===== config.mk =====
export PLATFORM = sky130hd
export DESIGN_NAME = ccp_sqrt_cell
export DESIGN_NICKNAME = d
export VERILOG_FILES = /design/src/sv/cartesian_polar_converter_core_macros.svh /design/src/sv/ccp_pkg.sv /design/src/sv/ccp_sqrt_cell.sv
export SDC_FILE = /design/constraint.sdc
export NUM_CORES = 1
export LEC_CHECK = 0
export ABC_AREA = 1
export ABC_CLOCK_PERIOD_IN_PS = 4490
export BUFFER_PORTS_ARGS = -buffer_cell sky130_fd_sc_hd__buf_2
export CAP_MARGIN = 20
export CORE_UTILIZATION = 54
export DETAILED_ROUTE_END_ITERATION = 8
export PLACE_DENSITY = 0.86
export SYNTH_ARGS = -nofsm -noshare
export SYNTH_HDL_FRONTEND = slang
export SYNTH_SLANG_ARGS = --single-unit

===== constraint.sdc =====
create_clock -name clk -period 4.49 [get_ports clk]
set_clock_uncertainty 0.05 [all_clocks]
set_input_delay 0.898 -clock clk [delete_from_list [all_inputs] [get_ports clk]]
set_output_delay 0.898 -clock clk [all_outputs]
set_load 0.05 [all_outputs]

===== src/sv/cartesian_polar_converter_core_macros.svh =====
// Assertion macros for the cartesian/polar converter.
// Used by the top level; expects clk and rst_n in scope.
`ifndef CARTESIAN_POLAR_CONVERTER_CORE_MACROS_SVH
`define CARTESIAN_POLAR_CONVERTER_CORE_MACROS_SVH

// same-cycle implication, disabled in reset
`define CCP_ASSERT_SAME(name, ante, cons, msg) \
  name: assert property (@(posedge clk) disable iff (!rst_n) (ante) |-> (cons)) \
    else $error(msg);

// next-cycle implication, disabled in reset
`define CCP_ASSERT_NEXT(name, ante, cons, msg) \
  name: assert property (@(posedge clk) disable iff (!rst_n) (ante) |=> (cons)) \
    else $error(msg);

`endif


===== src/sv/ccp_pkg.sv =====
// Shared constants, types and the arctangent table of the converter.
// No dependencies; used by all converter modules.
`default_nettype none

package ccp_pkg;

  localparam int FRAC_BITS     = 16;
  localparam int CORDIC_STAGES = 24;
  localparam int SQ_DIGITS     = 33;  // root bits of a 66-bit radicand
  localparam int SIDX_W        = 5;   // CORDIC step index

  localparam int IN_W  = 192;
  localparam int OUT_W = 200;

  localparam logic [63:0] RAD_TO_TURN = 64'h28BE60DB9391054A;
  localparam logic [63:0] DEG_TO_TURN = 64'd51240955760304310;
  localparam logic [31:0] TWO_PI_Q29  = 32'hC90FDAA2;
  localparam logic [8:0]  DEG_FULL    = 9'd360;
  localparam logic signed [63:0] INV_GAIN_Q30 = 64'sd652032874;

  localparam logic CMD_POLAR = 1'b0;
  localparam logic CMD_CART  = 1'b1;

  localparam logic MODE_VEC = 1'b0;
  localparam logic MODE_ROT = 1'b1;

  localparam logic CFG_DEG  = 1'b0;
  localparam logic CFG_WRAP = 1'b1;

  typedef struct packed {
    logic              mode;
    logic signed [63:0] x;
    logic signed [63:0] y;
    logic [31:0]        z;
  } cordic_t;

  typedef struct packed {
    logic [65:0] n;
    logic [34:0] rem;
    logic [32:0] root;
  } sqrt_t;

  // atan(2^-i) in units of 2^-32 turn
  function automatic logic [31:0] atan_turn(input logic [SIDX_W-1:0] idx);
    logic [31:0] v;
    case (idx)
      5'd0:  v = 32'h20000000;
      5'd1:  v = 32'h12E4051E;
      5'd2:  v = 32'h09FB385B;
      5'd3:  v = 32'h051111D4;
      5'd4:  v = 32'h028B0D43;
      5'd5:  v = 32'h0145D7E1;
      5'd6:  v = 32'h00A2F61E;
      5'd7:  v = 32'h00517C55;
      5'd8:  v = 32'h0028BE53;
      5'd9:  v = 32'h00145F2F;
      5'd10: v = 32'h000A2F98;
      5'd11: v = 32'h000517CC;
      5'd12: v = 32'h00028BE6;
      5'd13: v = 32'h000145F3;
      5'd14: v = 32'h0000A2FA;
      5'd15: v = 32'h0000517D;
      5'd16: v = 32'h000028BE;
      5'd17: v = 32'h0000145F;
      5'd18: v = 32'h00000A30;
      5'd19: v = 32'h00000518;
      5'd20: v = 32'h0000028C;
      5'd21: v = 32'h00000146;
      5'd22: v = 32'h000000A3;
      5'd23: v = 32'h00000051;
      5'd24: v = 32'h00000029;
      5'd25: v = 32'h00000014;
      5'd26: v = 32'h0000000A;
      5'd27: v = 32'h00000005;
      5'd28: v = 32'h00000003;
      5'd29: v = 32'h00000001;
      5'd30: v = 32'h00000001;
      default: v = 32'h00000000;
    endcase
    return v;
  endfunction

endpackage

`default_nettype wire


===== src/sv/ccp_sqrt_cell.sv =====
// One digit of a restoring integer square root, registered.
// Depends on ccp_pkg.
`default_nettype none

module ccp_sqrt_cell (
  input  logic            clk,
  input  logic            en,
  input  ccp_pkg::sqrt_t  cin,
  output ccp_pkg::sqrt_t  cout_r
);

  ccp_pkg::sqrt_t cout_nxt;
  logic [36:0]    rem2, trial, diff;
  logic           ge;

  always_comb begin
    rem2  = {cin.rem, cin.n[65:64]};
    trial = {2'b00, cin.root, 2'b01};
    diff  = rem2 - trial;
    ge    = (rem2 >= trial);
    cout_nxt.n    = {cin.n[63:0], 2'b00};
    cout_nxt.rem  = ge ? diff[34:0] : rem2[34:0];
    cout_nxt.root = {cin.root[31:0], ge};
  end

  always_ff @(posedge clk) begin
    if (en) cout_r <= cout_nxt;
  end

endmodule

`default_nettype wire


## After elaboration in Yosys (flattened, before gate mapping)

Cells that the tools add are included.

| word-level totals | value |
|---|---|
| bits of input ports | 136 |
| bits in registers | 132 |

| operators by class | value |
|---|---|
| mux-type cells | 1 |
| $lt $le $gt $ge | 1 |
| $add $sub $neg | 1 |

Operators by type and width:

| operator | count |
|---|---|
| 37-bit by 35-bit >= comparator with 1-bit output | 1 |
| 35-bit two-way mux | 1 |
| 35-bit subtractor | 1 |

## Logic depth before layout (Yosys ltp)

Gate-level depths: netlist of the first run.

| logic depth | value |
|---|---|
| depth in word-level cells | 2 |
| mapped depth | 16 |
| mapped depth without buffers | 15 |

## Worst setup path before layout of the first run

No wires, ideal clock.

| path | value |
|---|---|
| kind | input -> register |
| start | in cin[14] (netlist name) |
| end | reg cout_r[59] (netlist name), data pin |
| data arrival time | 2.297 ns |
| cell stages on the path | 13 |
| slack | 1.891 ns |
| cell sequence | inv_1 > ha_1 > nand2_1 > inv_2 > nand2_1 > nand2_1 > a21oi_2 > nand2_1 > nand2_1 > nand4_4 > buf_8 > nand3_2 > nand2_1 |

RTL lines:

| element | line | source |
|---|---|---|
| start, declared | ccp_sqrt_cell.sv:8 | `input ccp_pkg::sqrt_t cin,` |
| end signal, assigned | ccp_sqrt_cell.sv:27 | `if (en) cout_r <= cout_nxt;` |
| end, declared | ccp_sqrt_cell.sv:9 | `output ccp_pkg::sqrt_t cout_r` |

==> metrics.csv, run 1 <==
metric,value,unit
Util after Layout,0.717,
number of flip-flops under the largest register name,132,
Initial Util,0.561,
nets@finish,1254,
distinct cell type count after synthesis,34,
crit-path leading delay family,simple AND/OR/NAND/NOR gates,
TritonCTS clock tree,built,
post-CTS setup buffer count,0,
CP max FO,37,
chip height,120,um
worst-margin pin slew,1.01,ns
Pwr Total,4.14,mW
Clock Tree Buf Depth,2,
Core Region,13400,um^2
pwr dens,431,nW/um^2
clock power share,0.361,
number of global-route vias before repair,6497,
Max-slew headroom,0.325,
Fill cells,1050,
YS warnings,0,
WL/cell,17.8,um
top flop regs,cout_r (132),
post-DR vias/cell,5.16,
final WL,22.7,mm
"CTS clk-pin slew, worst paths",0.06,ns
Final ANT Viol Nets,0,
Worst Setup Path Type,in2reg,
"most common cell after layout, fill and taps aside",buf_2,
number of top-level pins,270,
Seq pwr share,0.373,
most frequent cells in the layout,"266 x buf_2, 259 x nand2_1, 132 x edfxtp_1",
sequential share of the synthesized area,0.527,
Max-Cap Viols,0,
"Worst Setup Slack, final",1.50,ns
Post-Synthesis Cells,806,
Internal,2.72,mW
most flop-heavy register,cout_r,
Clock Sinks,132,
worst vdd ir,209,uV
worst path cell trace,"buf_2, inv_1, ha_1, a21oi_1, nand2_1, a21oi_2, nand2_1, nand2_1, nand4_4, nand3_1, nand2_1",
CP max stage delay,0.52,ns
RePlAce Congestion,0.900,
global-route wire length before repair,34.4,mm
DR DRC count,0,
number of synthesized register bits,132,
unrepaired setup endpoints after global routing,no,
Detailed Routing Iterations Pass 1,5,
Worst EP required,4.61,ns
"Buf+Inv Stages, Crit Path",2,
HP Class,in2reg,
CTS HTree Levels,4,
number of buffers added on ports,267,
Overflow after GRT,0,
Post-CTS Resized,0,
achievable frequency,0.334,GHz
row cnt,42,
Post-Syn Area,7520,um^2
slowest CP cell,nand4_4,
starting DRC count in detailed routing,492,
antenna violations before repair,3,
Tcrit/Tclk final,0.667,
status,finished clean,
fin crit period,2.99,ns
"Arr. time, crit path",3.11,ns
"Avg Cell Area, Syn",9.33,um^2
DIE WIDTH,120,um
setup violation total in the final timing report,0,
Max Slew Vio Count,0,
clock root cell,clkbuf_16,
routed vias,6568,
layout cells sized above 1,0.337,
CP Capture Type,register,
DP Worst Slack,1.10,ns
critical path's most frequent cell,nand2_1,
Post-DP HPWL,16.8,mm
area grow syn2layout,27.8,%
final hold viol count,0,
Net Sw Frac,0.344,
Hold Buf Count CTS,0,
All-Layer GR Usage,0.321,
largest net degree at the start of global routing,99,
switching power,1.42,mW
Static Leak,4.81,nW
startpoint types,primary input,
Total Die Area,14400,um^2
Total Neg Setup Slack,0,ns
Gate power share,0.267,
CTS Buf Count,17,
-- area by class of cell --
class	count	area, um^2	area share
Sequential cell	132	3960	0.413
Multi-Input combinational cell	533	2940	0.306
Timing Repair Buffer	269	1360	0.141
Inverter	130	488	0.0508
Clock buffer	18	429	0.0447
Tap cell	176	220	0.0229
Clock inverter	14	201	0.0210
Antenna cell	2	5.00	0.000521
-- through the flow --
step	hold WS [ns]	instances	instance area, um^2
floorplan	0.947	807	7520
global placement	1.02	1240	8970
detailed placement	1.03	1240	8970
CTS	0.583	1272	9600
global route	0.585	1273	9600
finish	0.595	1274	9600
-- power groups by stage --
stage	clock [mW]	sequential [mW]	combinational, mW
floorplan	0	1.99	0.357
global route	1.55	1.55	1.18
global placement	0	1.56	1.08
detailed placement	0	1.56	1.09
finish	1.49	1.54	1.10
CTS	1.50	1.54	1.10
-- layer usage --
layer	vias to the layer above	track usage	wire [um]	share of wire
met3	49	0.0808	1830	0.081
met1	3041	0.362	8560	0.38
met4	2	0.140	711	0.031
li1	3187	-	-	-
met2	289	0.570	11500	0.51
met5	-	0	13	0.00057
-- kinds of logic (layout without fill, tap and decap cells) --
| logic type | count (synthesis) | in the layout | share of synthesized area |
|---|---|---|---|
| adders and majority gates | 35 | 35 | 0.0583 |
| AOI/OAI and AO/OA | 41 | 41 | 0.0313 |
| xor gates and xnor gates | 17 | 17 | 0.0198 |
| DFF | 132 | 132 | 0.527 |
| buffers and inverters | 142 | 431 | 0.0824 |
| and+or+nand+nor | 438 | 438 | 0.280 |
| other | 1 | 4 | 0.000499 |
-- cell usage after synthesis, drive strengths merged --
cell    number  area [um^2]
ha          35          438
nor2        63          272
xnor2        1         8.76
o21bai       7         52.6
and2         1         6.26
edfxtp     132         3960
xor2        16          140
a21o         1         7.51
o21ai        6         30.0
nor3         6         41.3
nand3       80          606
nand3b       8         60.1
inv        129          484
and3         1         6.26
nand4        7         58.8
buf         12          131
nand2      269         1040
a21oi       26          138
clkinv       1         3.75
o211ai       1         7.51
conb         1         3.75
nor4         3         18.8
-- path summary, 6_finish.rpt --
check / endpoint / cells past startpoint / slack [ns] / start
worst max-delay path: cout_r[54] / 11 / 1.50 / cin[18]
worst min-delay path: cout_r[96] / 1 / 0.59 / cin[94]
(Power assumes the default switching activity.)
==> run 2: changes to the inputs <==
--- a/config.mk
+++ b/config.mk
@@ -6,12 +6,12 @@
 export NUM_CORES = 1
 export LEC_CHECK = 0
 export ABC_AREA = 1
-export ABC_CLOCK_PERIOD_IN_PS = 4490
+export ABC_CLOCK_PERIOD_IN_PS = 2900
 export BUFFER_PORTS_ARGS = -buffer_cell sky130_fd_sc_hd__buf_2
 export CAP_MARGIN = 20
-export CORE_UTILIZATION = 54
+export CORE_UTILIZATION = 51
 export DETAILED_ROUTE_END_ITERATION = 8
-export PLACE_DENSITY = 0.86
+export PLACE_DENSITY = 0.82
 export SYNTH_ARGS = -nofsm -noshare
 export SYNTH_HDL_FRONTEND = slang
 export SYNTH_SLANG_ARGS = --single-unit
==> constraint.sdc (replaced) <==
create_clock -name clk -period 2.9 [get_ports clk]
set_clock_uncertainty 0.05 [all_clocks]
set_input_delay 0.58 -clock clk [delete_from_list [all_inputs] [get_ports clk]]
set_output_delay 0.58 -clock clk [all_outputs]
set_load 0.05 [all_outputs]
==> run 2 against run 1 <==
Against the previous run:
- clock-buffer cell count fell by 1
- critical endpoint is now cout_r[48]
- largest cell class unchanged
- final cell count rose by 1.3%
- critical path depth rose by 1
- critical path type unchanged
==> metrics.csv, run 2 (same netlist as run 1, synthesis figures left out) <==
metric,value,unit
FF/Latch Area,3960,um^2
Final ANT Viol Nets,0,
Fill cells,1175,
worst vdd ir,353,uV
fin crit period,2.27,ns
top flop regs,cout_r (132),
RePlAce Congestion,0.956,
Overflow after GRT,0,
number of flip-flops under the largest register name,132,
number of global-route vias before repair,5918,
layout cells sized above 1,0.344,
Hold Buf Count CTS,0,
worst path cell trace,"buf_2, inv_1, ha_1, nand2_1, nor2_2, nand2_1, nor2_2, nand3_1, and3_2, buf_12, nand3_2, nand2_1",
most flop-heavy register,cout_r,
Tcrit/Tclk final,0.783,
Initial Util,0.519,
CTS HTree Levels,4,
Post-CTS Resized,0,
Max-Cap Viols,0,
Finished Layout Cells,1291,
Clock Tree Buf Depth,2,
Clock Sinks,132,
nets@finish,1265,
row cnt,44,
HP Class,in2reg,
Max-slew headroom,0.632,
"CTS clk-pin slew, worst paths",0.06,ns
pwr dens,642,nW/um^2
Worst EP required,3.02,ns
CTS Buf Count,17,
unrepaired setup endpoints after global routing,no,
Total Neg Setup Slack,0,ns
CP max FO,29,
clock root cell,clkbuf_16,
startpoint types,primary input,
number of top-level pins,270,
"most common cell after layout, fill and taps aside",buf_2,
Max Slew Vio Count,0,
post-CTS setup buffer count,0,
CP Capture Type,register,
final WL,20.9,mm
Pwr Total,6.23,mW
largest net degree at the start of global routing,60,
slowest CP cell,ha_1,
achievable frequency,0.440,GHz
"Arr. time, crit path",2.39,ns
Detailed Routing Iterations Pass 1,5,
DIE WIDTH,123,um
area grow syn2layout,29.1,%
starting DRC count in detailed routing,373,
Worst Setup Path Type,in2reg,
status,finished clean,
worst-margin pin slew,0.553,ns
WL/cell,16.2,um
chip height,123,um
post-DR vias/cell,4.93,
setup violation total in the final timing report,0,
routed vias,6371,
Total Die Area,15200,um^2
All-Layer GR Usage,0.273,
multi-input logic area,2940,um^2
number of buffers added on ports,267,
Static Leak,4.87,nW
Post-Place Cells,1259,
DR DRC count,0,
most frequent cells in the layout,"266 x buf_2, 259 x nand2_1, 132 x edfxtp_1",
Core Region,14500,um^2
Post-DP HPWL,16.5,mm
antenna violations before repair,1,
CP max stage delay,0.36,ns
final hold viol count,0,
global-route wire length before repair,30.5,mm
TritonCTS clock tree,built,
critical path's most frequent cell,nand2_1,
[run 2: cell types whose count changed in the layout (fill, tap and decap cells not counted), sizes merged]
cell	delta
bufinv	-2
clkinv	+1
clkbuf	-1
buf	+11
clkinvlp	+1
diode	-1
[run 2: worst max-delay path, delay by kind of cell]
family        cells  cell delay (ns)
simple gates      8             1.07
fa+ha+maj         1             0.36
buf+inv           3             0.36
[run 2: power breakdown]
part | total, mW | internal (mW) | switching (mW)
logic | 1.71 | 0.439 | 1.27
clock network | 2.14 | 1.27 | 0.867
registers | 2.38 | 2.33 | 0.0499
total | 6.23 | 4.04 | 2.19
[run 2: through the flow]
stage | cell area [um^2] | utilization | setup slack [ns] | hold WS [ns]
6_report | 9710 | 0.670 | 0.628 | 0.284
5_1_grt | 9710 | 0.670 | 0.465 | 0.268
4_1_cts | 9710 | 0.670 | 0.635 | 0.274
3_5_place_dp | 9120 | 0.630 | 0.202 | 0.708
3_3_place_gp | 9120 | 0.630 | 0.197 | 0.707
2_1_floorplan | 7520 | - | 0.619 | 0.629
[run 2: routing by layer]
layer,up-vias,routed length [um],global-route usage
met3,41,1440,0.0715
met1,2877,8570,0.322
met5,-,0,0
li1,3212,-,-
met2,241,10100,0.466
met4,0,773,0.122
[run 2: path summary, 6_finish.rpt]
kind	from	end	cells past startpoint
setup / recovery	cin[18]	cout_r[48]	12
hold / removal	cin[91]	cout_r[93]	1
[run 2: final cells by class]
| type | instances | area share |
|---|---|---|
| repair buffers | 280 | 0.155 |
| well taps | 184 | 0.0237 |
| diodes | 1 | 0.000258 |
| clock buffers | 17 | 0.0438 |
| multi-input cells | 533 | 0.303 |
| inverters | 130 | 0.0503 |
| clock inverters | 14 | 0.0161 |
| flip-flops and latches | 132 | 0.408 |
